--- src/hw/rtl/gtva_pkg.sv ---
// ----------------------------------------------------------------------------
// gtva_pkg
// Shared types and constants for the generation-tagged vector allocator.
// ----------------------------------------------------------------------------
package gtva_pkg;

  localparam int SLOT_COUNT_DEF = 64;
  localparam int GROUP_W        = 8;          // slots per find-first leaf
  localparam logic [7:0] WINDOW_BASE_RST = 8'd64;

  // operation codes
  localparam logic [2:0] OP_INIT        = 3'd0;
  localparam logic [2:0] OP_ALLOC_ANY   = 3'd1;
  localparam logic [2:0] OP_ALLOC_NAMED = 3'd2;
  localparam logic [2:0] OP_RELEASE     = 3'd3;
  localparam logic [2:0] OP_QUERY       = 3'd4;

  // status codes
  localparam logic [3:0] ST_OK        = 4'd0;
  localparam logic [3:0] ST_ALREADY   = 4'd1;
  localparam logic [3:0] ST_NOT_INIT  = 4'd2;
  localparam logic [3:0] ST_IRQ       = 4'd3;
  localparam logic [3:0] ST_RESERVED  = 4'd4;
  localparam logic [3:0] ST_TAKEN     = 4'd5;
  localparam logic [3:0] ST_EXHAUSTED = 4'd6;
  localparam logic [3:0] ST_DOUBLE    = 4'd7;
  localparam logic [3:0] ST_STALE     = 4'd8;

  typedef struct packed {
    logic [2:0]  operation;
    logic [7:0]  vector;
    logic [31:0] handle_generation;
    logic        handle_active;
    logic        irq_enabled;
    logic        platform_ready;
  } req_t;

  typedef struct packed {
    logic [3:0]  status;
    logic [7:0]  granted_vector;
    logic [31:0] granted_generation;
    logic        handle_active_out;
    logic        in_use;
    logic [6:0]  allocated_count;
    logic [6:0]  free_count;
  } resp_t;

  // controller -> datapath
  typedef struct packed {
    logic load;       // capture the incoming transaction
    logic execute;    // commit state update and result
  } ctl_cmd_t;

endpackage

--- src/hw/rtl/gtva_ctrl.sv ---
// ----------------------------------------------------------------------------
// gtva_ctrl
// Sequencer: idle -> lookup -> select -> execute, one transaction at a time.
// ----------------------------------------------------------------------------
module gtva_ctrl (
  input  logic                clk,
  input  logic                rst,
  input  logic                start,
  output logic                busy,
  output gtva_pkg::ctl_cmd_t  cmd
);

  typedef enum logic [3:0] {
    S_IDLE   = 4'b0001,
    S_LOOKUP = 4'b0010,
    S_SELECT = 4'b0100,
    S_EXEC   = 4'b1000
  } state_t;

  state_t state;
  state_t state_next;

  always_comb begin
    state_next = state;
    unique case (state)
      S_IDLE:   if (start) state_next = S_LOOKUP;
      S_LOOKUP: state_next = S_SELECT;
      S_SELECT: state_next = S_EXEC;
      S_EXEC:   state_next = S_IDLE;
      default:  state_next = S_IDLE;
    endcase
  end

  always_ff @(posedge clk) begin
    if (rst) begin
      state <= S_IDLE;
    end else begin
      state <= state_next;
    end
  end

  assign busy        = (state != S_IDLE);
  assign cmd.load    = (state == S_IDLE) && start;
  assign cmd.execute = (state == S_EXEC);

endmodule

--- src/hw/rtl/gtva_datapath.sv ---
// ----------------------------------------------------------------------------
// gtva_datapath
// Slot state, generation memory, find-first-free tree and result logic.
// ----------------------------------------------------------------------------
module gtva_datapath #(
  parameter int SLOT_COUNT = gtva_pkg::SLOT_COUNT_DEF
) (
  input  logic                clk,
  input  logic                rst,
  input  gtva_pkg::ctl_cmd_t  cmd,
  input  gtva_pkg::req_t      command,
  input  logic                cfg_we,
  input  logic [7:0]          cfg_data,
  output gtva_pkg::resp_t     result,
  output logic                done
);

  localparam int SW  = (SLOT_COUNT > 1) ? $clog2(SLOT_COUNT) : 1;
  localparam int GW  = gtva_pkg::GROUP_W;
  localparam int GIW = $clog2(GW);
  localparam int NG  = (SLOT_COUNT + GW - 1) / GW;
  localparam int NGW = (NG > 1) ? $clog2(NG) : 1;

  // architectural state
  logic [7:0]            window_base;
  logic [SLOT_COUNT-1:0] taken;
  logic [SLOT_COUNT-1:0] gen_valid;    // clear entry reads as generation zero
  logic [31:0]           gen_mem [SLOT_COUNT];
  logic                  active;
  logic [6:0]            taken_total;
  logic [6:0]            free_total;

  gtva_pkg::req_t        req;

  // ---------------- lookup stage ----------------
  logic [7:0]            lim;
  logic [8:0]            diff;
  logic                  win_ok_c;
  logic [NG*GW-1:0]      elig_pad;
  logic [NG-1:0]         grp_any_c;
  logic [GIW-1:0]        grp_idx_c [NG];

  logic                  win_ok;
  logic [SW-1:0]         named_slot;
  logic [NG-1:0]         grp_any;
  logic [GIW-1:0]        grp_idx [NG];

  assign lim      = 8'd255 - window_base;
  assign diff     = {1'b0, req.vector} - {1'b0, window_base};
  assign win_ok_c = !diff[8] && ({1'b0, diff[7:0]} < 9'(SLOT_COUNT));

  always_comb begin
    elig_pad = '0;
    for (int i = 0; i < SLOT_COUNT; i++) begin
      elig_pad[i] = !taken[i] && (9'(i) <= {1'b0, lim});
    end
    for (int g = 0; g < NG; g++) begin
      grp_any_c[g] = 1'b0;
      grp_idx_c[g] = '0;
      for (int b = GW - 1; b >= 0; b--) begin
        if (elig_pad[g*GW + b]) begin
          grp_any_c[g] = 1'b1;
          grp_idx_c[g] = GIW'(b);
        end
      end
    end
  end

  always_ff @(posedge clk) begin
    win_ok     <= win_ok_c;
    named_slot <= diff[SW-1:0];
    grp_any    <= grp_any_c;
    grp_idx    <= grp_idx_c;
  end

  // ---------------- select stage ----------------
  logic                  found_c;
  logic [NGW-1:0]        pick_c;
  logic [NGW+GIW-1:0]    any_full;
  logic [SW-1:0]         sel_slot_c;

  logic                  sel_found;
  logic [SW-1:0]         sel_slot;
  logic                  sel_taken;
  logic                  sel_gvalid;
  logic [31:0]           rd_gen;

  always_comb begin
    found_c = 1'b0;
    pick_c  = '0;
    for (int g = NG - 1; g >= 0; g--) begin
      if (grp_any[g]) begin
        found_c = 1'b1;
        pick_c  = NGW'(g);
      end
    end
    any_full   = {pick_c, grp_idx[pick_c]};
    sel_slot_c = (req.operation == gtva_pkg::OP_ALLOC_ANY) ? SW'(any_full) : named_slot;
  end

  always_ff @(posedge clk) begin
    sel_found  <= found_c;
    sel_slot   <= sel_slot_c;
    sel_taken  <= taken[sel_slot_c];
    sel_gvalid <= gen_valid[sel_slot_c];
    rd_gen     <= gen_mem[sel_slot_c];
  end

  // ---------------- execute stage ----------------
  gtva_pkg::resp_t       resp_c;
  logic [31:0]           cur_gen;
  logic [31:0]           bump;
  logic                  do_take;
  logic                  do_release;
  logic                  do_init;
  logic                  active_next;
  logic [6:0]            taken_total_next;
  logic [6:0]            free_total_next;

  always_comb begin
    cur_gen = sel_gvalid ? rd_gen : 32'd0;
    bump    = cur_gen + 32'd1;
    if (bump == 32'd0) begin
      bump = 32'd1;
    end

    resp_c                   = '0;
    resp_c.status            = gtva_pkg::ST_OK;
    resp_c.handle_active_out = req.handle_active;
    do_take                  = 1'b0;
    do_release               = 1'b0;
    do_init                  = 1'b0;

    unique case (req.operation)
      gtva_pkg::OP_INIT: begin
        if (active)                   resp_c.status = gtva_pkg::ST_ALREADY;
        else if (!req.platform_ready) resp_c.status = gtva_pkg::ST_NOT_INIT;
        else if (req.irq_enabled)     resp_c.status = gtva_pkg::ST_IRQ;
        else                          do_init       = 1'b1;
      end
      gtva_pkg::OP_ALLOC_ANY,
      gtva_pkg::OP_ALLOC_NAMED: begin
        resp_c.handle_active_out = 1'b0;
        if (!active)                  resp_c.status = gtva_pkg::ST_NOT_INIT;
        else if (req.irq_enabled)     resp_c.status = gtva_pkg::ST_IRQ;
        else if (req.operation == gtva_pkg::OP_ALLOC_ANY) begin
          if (sel_found) do_take       = 1'b1;
          else           resp_c.status = gtva_pkg::ST_EXHAUSTED;
        end
        else if (!win_ok)             resp_c.status = gtva_pkg::ST_RESERVED;
        else if (sel_taken)           resp_c.status = gtva_pkg::ST_TAKEN;
        else                          do_take       = 1'b1;
        if (do_take) begin
          resp_c.granted_vector     = window_base + 8'(sel_slot);
          resp_c.granted_generation = bump;
          resp_c.handle_active_out  = 1'b1;
        end
      end
      gtva_pkg::OP_RELEASE: begin
        if (!active)                  resp_c.status = gtva_pkg::ST_NOT_INIT;
        else if (req.irq_enabled)     resp_c.status = gtva_pkg::ST_IRQ;
        else if (!win_ok)             resp_c.status = gtva_pkg::ST_RESERVED;
        else if (!req.handle_active || !sel_taken)
                                      resp_c.status = gtva_pkg::ST_DOUBLE;
        else if (cur_gen != req.handle_generation)
                                      resp_c.status = gtva_pkg::ST_STALE;
        else begin
          do_release               = 1'b1;
          resp_c.handle_active_out = 1'b0;
        end
      end
      gtva_pkg::OP_QUERY: begin
        resp_c.in_use = active && win_ok && sel_taken;
      end
      default: ;  // undefined codes: no effect
    endcase

    active_next      = active | do_init;
    taken_total_next = taken_total;
    free_total_next  = free_total;
    if (do_init) begin
      taken_total_next = 7'd0;
      free_total_next  = 7'(SLOT_COUNT);
    end else if (do_take) begin
      taken_total_next = taken_total + 7'd1;
      free_total_next  = free_total - 7'd1;
    end else if (do_release) begin
      taken_total_next = taken_total - 7'd1;
      free_total_next  = free_total + 7'd1;
    end
    resp_c.allocated_count = taken_total_next;
    resp_c.free_count      = free_total_next;
  end

  // control state
  always_ff @(posedge clk) begin
    if (rst) begin
      window_base <= gtva_pkg::WINDOW_BASE_RST;
      taken       <= '0;
      gen_valid   <= '0;
      active      <= 1'b0;
      taken_total <= 7'd0;
      free_total  <= 7'd0;
      done        <= 1'b0;
    end else begin
      done <= cmd.execute;
      if (cfg_we) begin
        window_base <= cfg_data;
      end
      if (cmd.execute) begin
        active      <= active_next;
        taken_total <= taken_total_next;
        free_total  <= free_total_next;
        if (do_init) begin
          taken     <= '0;
          gen_valid <= '0;
        end
        if (do_take) begin
          taken[sel_slot]     <= 1'b1;
          gen_valid[sel_slot] <= 1'b1;
        end
        if (do_release) begin
          taken[sel_slot] <= 1'b0;
        end
      end
    end
  end

  // payload registers
  always_ff @(posedge clk) begin
    if (cmd.load) begin
      req <= command;
    end
    if (cmd.execute) begin
      result <= resp_c;
    end
    if (cmd.execute && do_take) begin
      gen_mem[sel_slot] <= bump;
    end
  end

endmodule

--- src/hw/rtl/generation_tagged_vector_allocator.sv ---
// ----------------------------------------------------------------------------
// generation_tagged_vector_allocator
// Vector allocator with per-slot in-use bit and 32-bit generation tag.
// ----------------------------------------------------------------------------
// A transaction is taken when start is high and busy is low. Its result
// appears on result with done high for exactly one cycle, after the lookup,
// select and execute states; the receiver cannot stall it, so it must
// capture result on the done cycle. busy drops in that same cycle, so a
// new command can be taken in the done cycle of the previous one. The four
// steps are: capture, window check plus per-group find-first-free, group
// select plus generation memory read, then commit and result. Every result
// carries the allocated and free counts after the operation. window_base is
// written through the cfg channel (always ready) and must only change while
// busy is low. Slot state clears instantly on reset and on a successful
// initialize; no clearing pass is needed.
// ----------------------------------------------------------------------------
module generation_tagged_vector_allocator #(
  parameter int SLOT_COUNT = gtva_pkg::SLOT_COUNT_DEF
) (
  input  logic             clk,
  input  logic             rst,
  // command channel
  input  logic             start,
  output logic             busy,
  input  gtva_pkg::req_t   command,
  // result channel, single-cycle strobe
  output logic             done,
  output gtva_pkg::resp_t  result,
  // window base register
  input  logic             cfg_valid,
  output logic             cfg_ready,
  input  logic [7:0]       cfg_data
);

  gtva_pkg::ctl_cmd_t cmd;

  // register write never stalls
  assign cfg_ready = 1'b1;

  gtva_ctrl u_ctrl (
    .clk   (clk),
    .rst   (rst),
    .start (start),
    .busy  (busy),
    .cmd   (cmd)
  );

  gtva_datapath #(
    .SLOT_COUNT (SLOT_COUNT)
  ) u_datapath (
    .clk      (clk),
    .rst      (rst),
    .cmd      (cmd),
    .command  (command),
    .cfg_we   (cfg_valid),
    .cfg_data (cfg_data),
    .result   (result),
    .done     (done)
  );

endmodule

--- config.mk ---
export PLATFORM = sky130hd
export DESIGN_NAME = generation_tagged_vector_allocator
export DESIGN_NICKNAME = d
export VERILOG_FILES = /design/src/hw/rtl/gtva_pkg.sv /design/src/hw/rtl/gtva_ctrl.sv /design/src/hw/rtl/gtva_datapath.sv /design/src/hw/rtl/generation_tagged_vector_allocator.sv
export SDC_FILE = /design/constraint.sdc
export NUM_CORES = 2
export LEC_CHECK = 0
export BUFFER_PORTS_ARGS = -buffer_cell sky130_fd_sc_hd__buf_2
export CELL_PAD_IN_SITES_DETAIL_PLACEMENT = 0
export CELL_PAD_IN_SITES_GLOBAL_PLACEMENT = 1
export CORE_ASPECT_RATIO = 1.25
export CORE_MARGIN = 2
export CORE_UTILIZATION = 44
export CTS_BUF_LIST = sky130_fd_sc_hd__clkbuf_8
export CTS_CLUSTER_DIAMETER = 100
export DETAILED_ROUTE_END_ITERATION = 16
export PLACE_DENSITY = 0.76
export SLEW_MARGIN = 20
export SYNTH_ARGS = -nofsm -noshare
export SYNTH_HDL_FRONTEND = slang
export SYNTH_SLANG_ARGS = --single-unit
--- constraint.sdc ---
create_clock -name clk -period 8.5 [get_ports clk]
set_input_delay 2.55 -clock clk [delete_from_list [all_inputs] [get_ports clk]]
set_output_delay 2.55 -clock clk [all_outputs]
set_load 0.01 [all_outputs]
==> impl_metrics.csv <==
group,metric,value,unit
clocking,cts_resized,0,
clocking,cts_hold_buffers,0,
power_and_ir_drop,peakVddDrop,0.238,mV
clocking,clkTransAtPathRegs,0.07,ns
route,route.detailed.drc,0,
placement,place_area,0.0995,mm^2
route,via_per_inst,6.01,
worst_setup_path,crit_type,"reg -> reg",
worst_setup_path,start_kind,"flip-flop",
route,wire_per_inst,28.9,um
cells_and_area,drive_above_1_share,0.111,
placement,dpl.hpwl,165,mm
placement,numPortBuffers,119,
timing,hold_viol,0,
timing,period_minus_slack,5.71,ns
yosys,postSynthCellCount,7290,
cells_and_area,multi_input_area,0.0240,mm^2
worst_setup_path,crit_slowest_cell,"buf_4",
global_route,grt_overflow_total,0,
yosys,synth_warnings,0,
cells_and_area,nNetsFinal,7561,
yosys,ys_seq_area_frac,0.727,
worst_setup_path,critPathRequiredTime,9.18,ns
global_route,grt_max_degree,155,
clocking,cts_htree_levels,5,
route,first_pass_iters,7,
yosys,synthFlopType,"edfxtp_1",
timing,rsz0062_at_grt,"false",
die,ios,121,
timing,worst_pin_slew,1.28,ns
clocking,cts_buffers,359,
power_and_ir_drop,power_leakage,0.0363,uW
clocking,clock-sinks,2390,
yosys,syn_area,0.0955,mm^2
route,postRouteAntennaNets,0,
worst_setup_path,crit_chain,"nor3b_2 -> and4_1 -> nand3_1 -> o32a_1 -> o2111ai_4 -> buf_4 -> and3_4 -> buf_12 -> nand3_1 -> and4_1 -> o21ai_0 -> nand4_1",
yosys,synth_area_leader_cell,"edfxtp_1",
die,dieArea,0.221,mm^2
timing,relSlewSlack,0.145,
route,wl,308,mm
global_route,antenna_found_initial,11,
die,core_area,0.216,mm^2
timing,slew_violations,0,
job,cap_violations,0,
timing,finalSetupViolCount,0,
yosys,synth_cell_types,82,
run_status,status,"finished clean",
yosys,ys_ff_latch,2390,
yosys,synth_common_cells,"edfxtp_1, nand2_1, nand3_1, a21oi_1, mux2i_1",
die,die_width,421,um
cells_and_area,seq_area,0.0694,mm^2
power_and_ir_drop,power_density,270,mW/mm^2
yosys,yosysMostFrequentCell,"edfxtp_1",
die,row_count,191,
worst_setup_path,crit_arrival,6.38,ns
yosys,avgSynthCellArea,13.1,um^2
worst_hold_path,hold_class,"reg -> reg",
cells_and_area,fin_area,0.106,mm^2
clocking,post_cts_buffers,0,
yosys,netlist.area_leader.share,0.677,
global_route,grt_usage,0.272,
die,start_util,0.442,
global_route,grt_pass1_wl,434,mm
worst_setup_path,endpoint_kind,"flip-flop",
worst_setup_path,reg2reg_slack,2.79,ns
global_route,first_global_vias,60700,
worst_setup_path,cp_max_fo,95,
clocking,clock-root-buffer,"clkbuf_8",
timing,fmax,175,MHz
yosys,async_reset_ff_frac,0,
placement,place_congestion,0.940,
route,first_iter_violations,8472,
timing,period_share,0.671,
clocking,cts_tree,"yes",
die,dieHeight,525,um
timing,skew,0.0799,ns
yosys,syn_nets,7369,
cells_and_area,nFillCells,18500,
route,num_vias,64100,
yosys,synth_edf_count,2154,
timing,fin_tns_setup,0,ns
clocking,cts_buffer_depth,4,
worst_setup_path,slowest_delay,0.66,ns
cells_and_area,syn2layout_area_growth,11.1,%
yosys,synth_area_leaders,"edfxtp_1, nand2_1, dfxtp_1",
clocking,clk-insertion-delay-late,1.00,ns
-- area by class of cell --
cell class	instances	share of cell area
sequential	2390	0.654
multi-input combinational	4318	0.226
clock buffer	377	0.0489
tap	2895	0.0341
timing repair buffer	284	0.0195
clock inverter	257	0.0126
inverter	129	0.00470
antenna	4	0.0000943
-- final timing paths --
kind                                          startpoint                  endpoint  cells past startpoint
worst max-delay path                  u_datapath.req[45]     u_datapath.rd_gen[13]                     12
worst min-delay path            u_datapath.gen_valid[33]  u_datapath.gen_valid[33]                      2
worst max register to register        u_datapath.req[45]     u_datapath.rd_gen[13]                     12
worst min register to register  u_datapath.gen_valid[33]  u_datapath.gen_valid[33]                      2
-- critical path: cells and delay by family (launching register included) --
kind	cells	cell delay [ns]
flip-flops	1	0.53
AND/OR/NAND/NOR	7	2.27
AO/OA/AOI/OAI	3	1.24
buffers and inverters	2	1.19
-- report_power, final --
| group | total (uW) | internal, uW | switching (uW) |
|---|---|---|---|
| sequential | 14700 | 14300 | 380 |
| clock | 8800 | 4330 | 4470 |
| combinational | 5190 | 1130 | 4060 |
| total | 28700 | 19700 | 8910 |
-- cells by family (layout without fill, tap and decap cells) --
| logic type | after synthesis | in the layout | synth area share |
|---|---|---|---|
| fa+ha+maj | 22 | 22 | 0.00301 |
| other cells | 1 | 5 | 0.0000393 |
| compound gates | 1163 | 1163 | 0.0804 |
| simple gates | 2780 | 2780 | 0.129 |
| xor+xnor | 64 | 64 | 0.00587 |
| flops | 2390 | 2390 | 0.727 |
| buf+inv | 582 | 1047 | 0.0249 |
| mux | 288 | 288 | 0.0302 |
-- sequential cells by signal (all words and copies together), names as in the netlist, 4 cells and up --
| name | count |
|---|---|
| u_ctrl.state | 4 |
| u_datapath.rd_gen | 32 |
| u_datapath.named_slot | 6 |
| u_datapath.window_base | 8 |
| u_datapath.gen_mem | 2048 |
| u_datapath.taken | 64 |
| u_datapath.req | 46 |
| u_datapath.result | 60 |
| u_datapath.grp_any | 8 |
| u_datapath.sel_slot | 6 |
| u_datapath.taken_total | 7 |
| u_datapath.free_total | 7 |
| u_datapath.grp_idx | 24 |
| u_datapath.gen_valid | 64 |
-- cells in the final DEF (no fill, tap or decap), types with 33 or more instances in the layout --
cell type  synthesis  routed
a22oi_1           46      46
a32oi_1          175     175
edfxtp_1        2154    2154
o2111ai_1         35      35
buf_2            125     118
buf_4              4     147
and4_1            66      66
clkbuf_8           0     377
o21ai_0          158     157
o211ai_1          34      34
mux2i_1          284     283
a21oi_1          347     347
nand4b_1          33      33
inv_2              2      63
or3_1             44      44
nand4_1           53      53
nor2_1           157     155
dfxtp_1          236     235
clkinv_1           1     105
and3_1            61      57
inv_1            126     154
clkinv_2           0      33
a31oi_1          186     186
a32o_1            35      35
xnor2_1           44      42
nand3_1          437     436
nand2_1         1775    1770
nor3_1            44      36
-- per-layer routing --
layer / global-route usage / routed length [um] / vias to the layer above
met5: 0 / 26 / -
met2: 0.442 / 146000 / 3815
met3: 0.0471 / 30400 / 746
met4: 0.155 / 19400 / 4
li1: - / - / 27600
met1: 0.343 / 112000 / 31900
-- through the flow --
| step | power (uW) | instances | setup slack, ns | utilization | hold slack [ns] |
|---|---|---|---|---|---|
| floorplan | 17400 | 7290 | 1.78 | - | 0.432 |
| global placement | 19800 | 10000 | 2.98 | 0.460 | 0.441 |
| detailed placement | 19900 | 10000 | 2.86 | 0.460 | 0.447 |
| CTS | 28600 | 10600 | 2.80 | 0.490 | 0.455 |
| global route | 29400 | 10700 | 2.69 | 0.491 | 0.471 |
| finish | 28700 | 10700 | 2.79 | 0.491 | 0.454 |
Note: power is estimated with default switching activity, not from simulation.
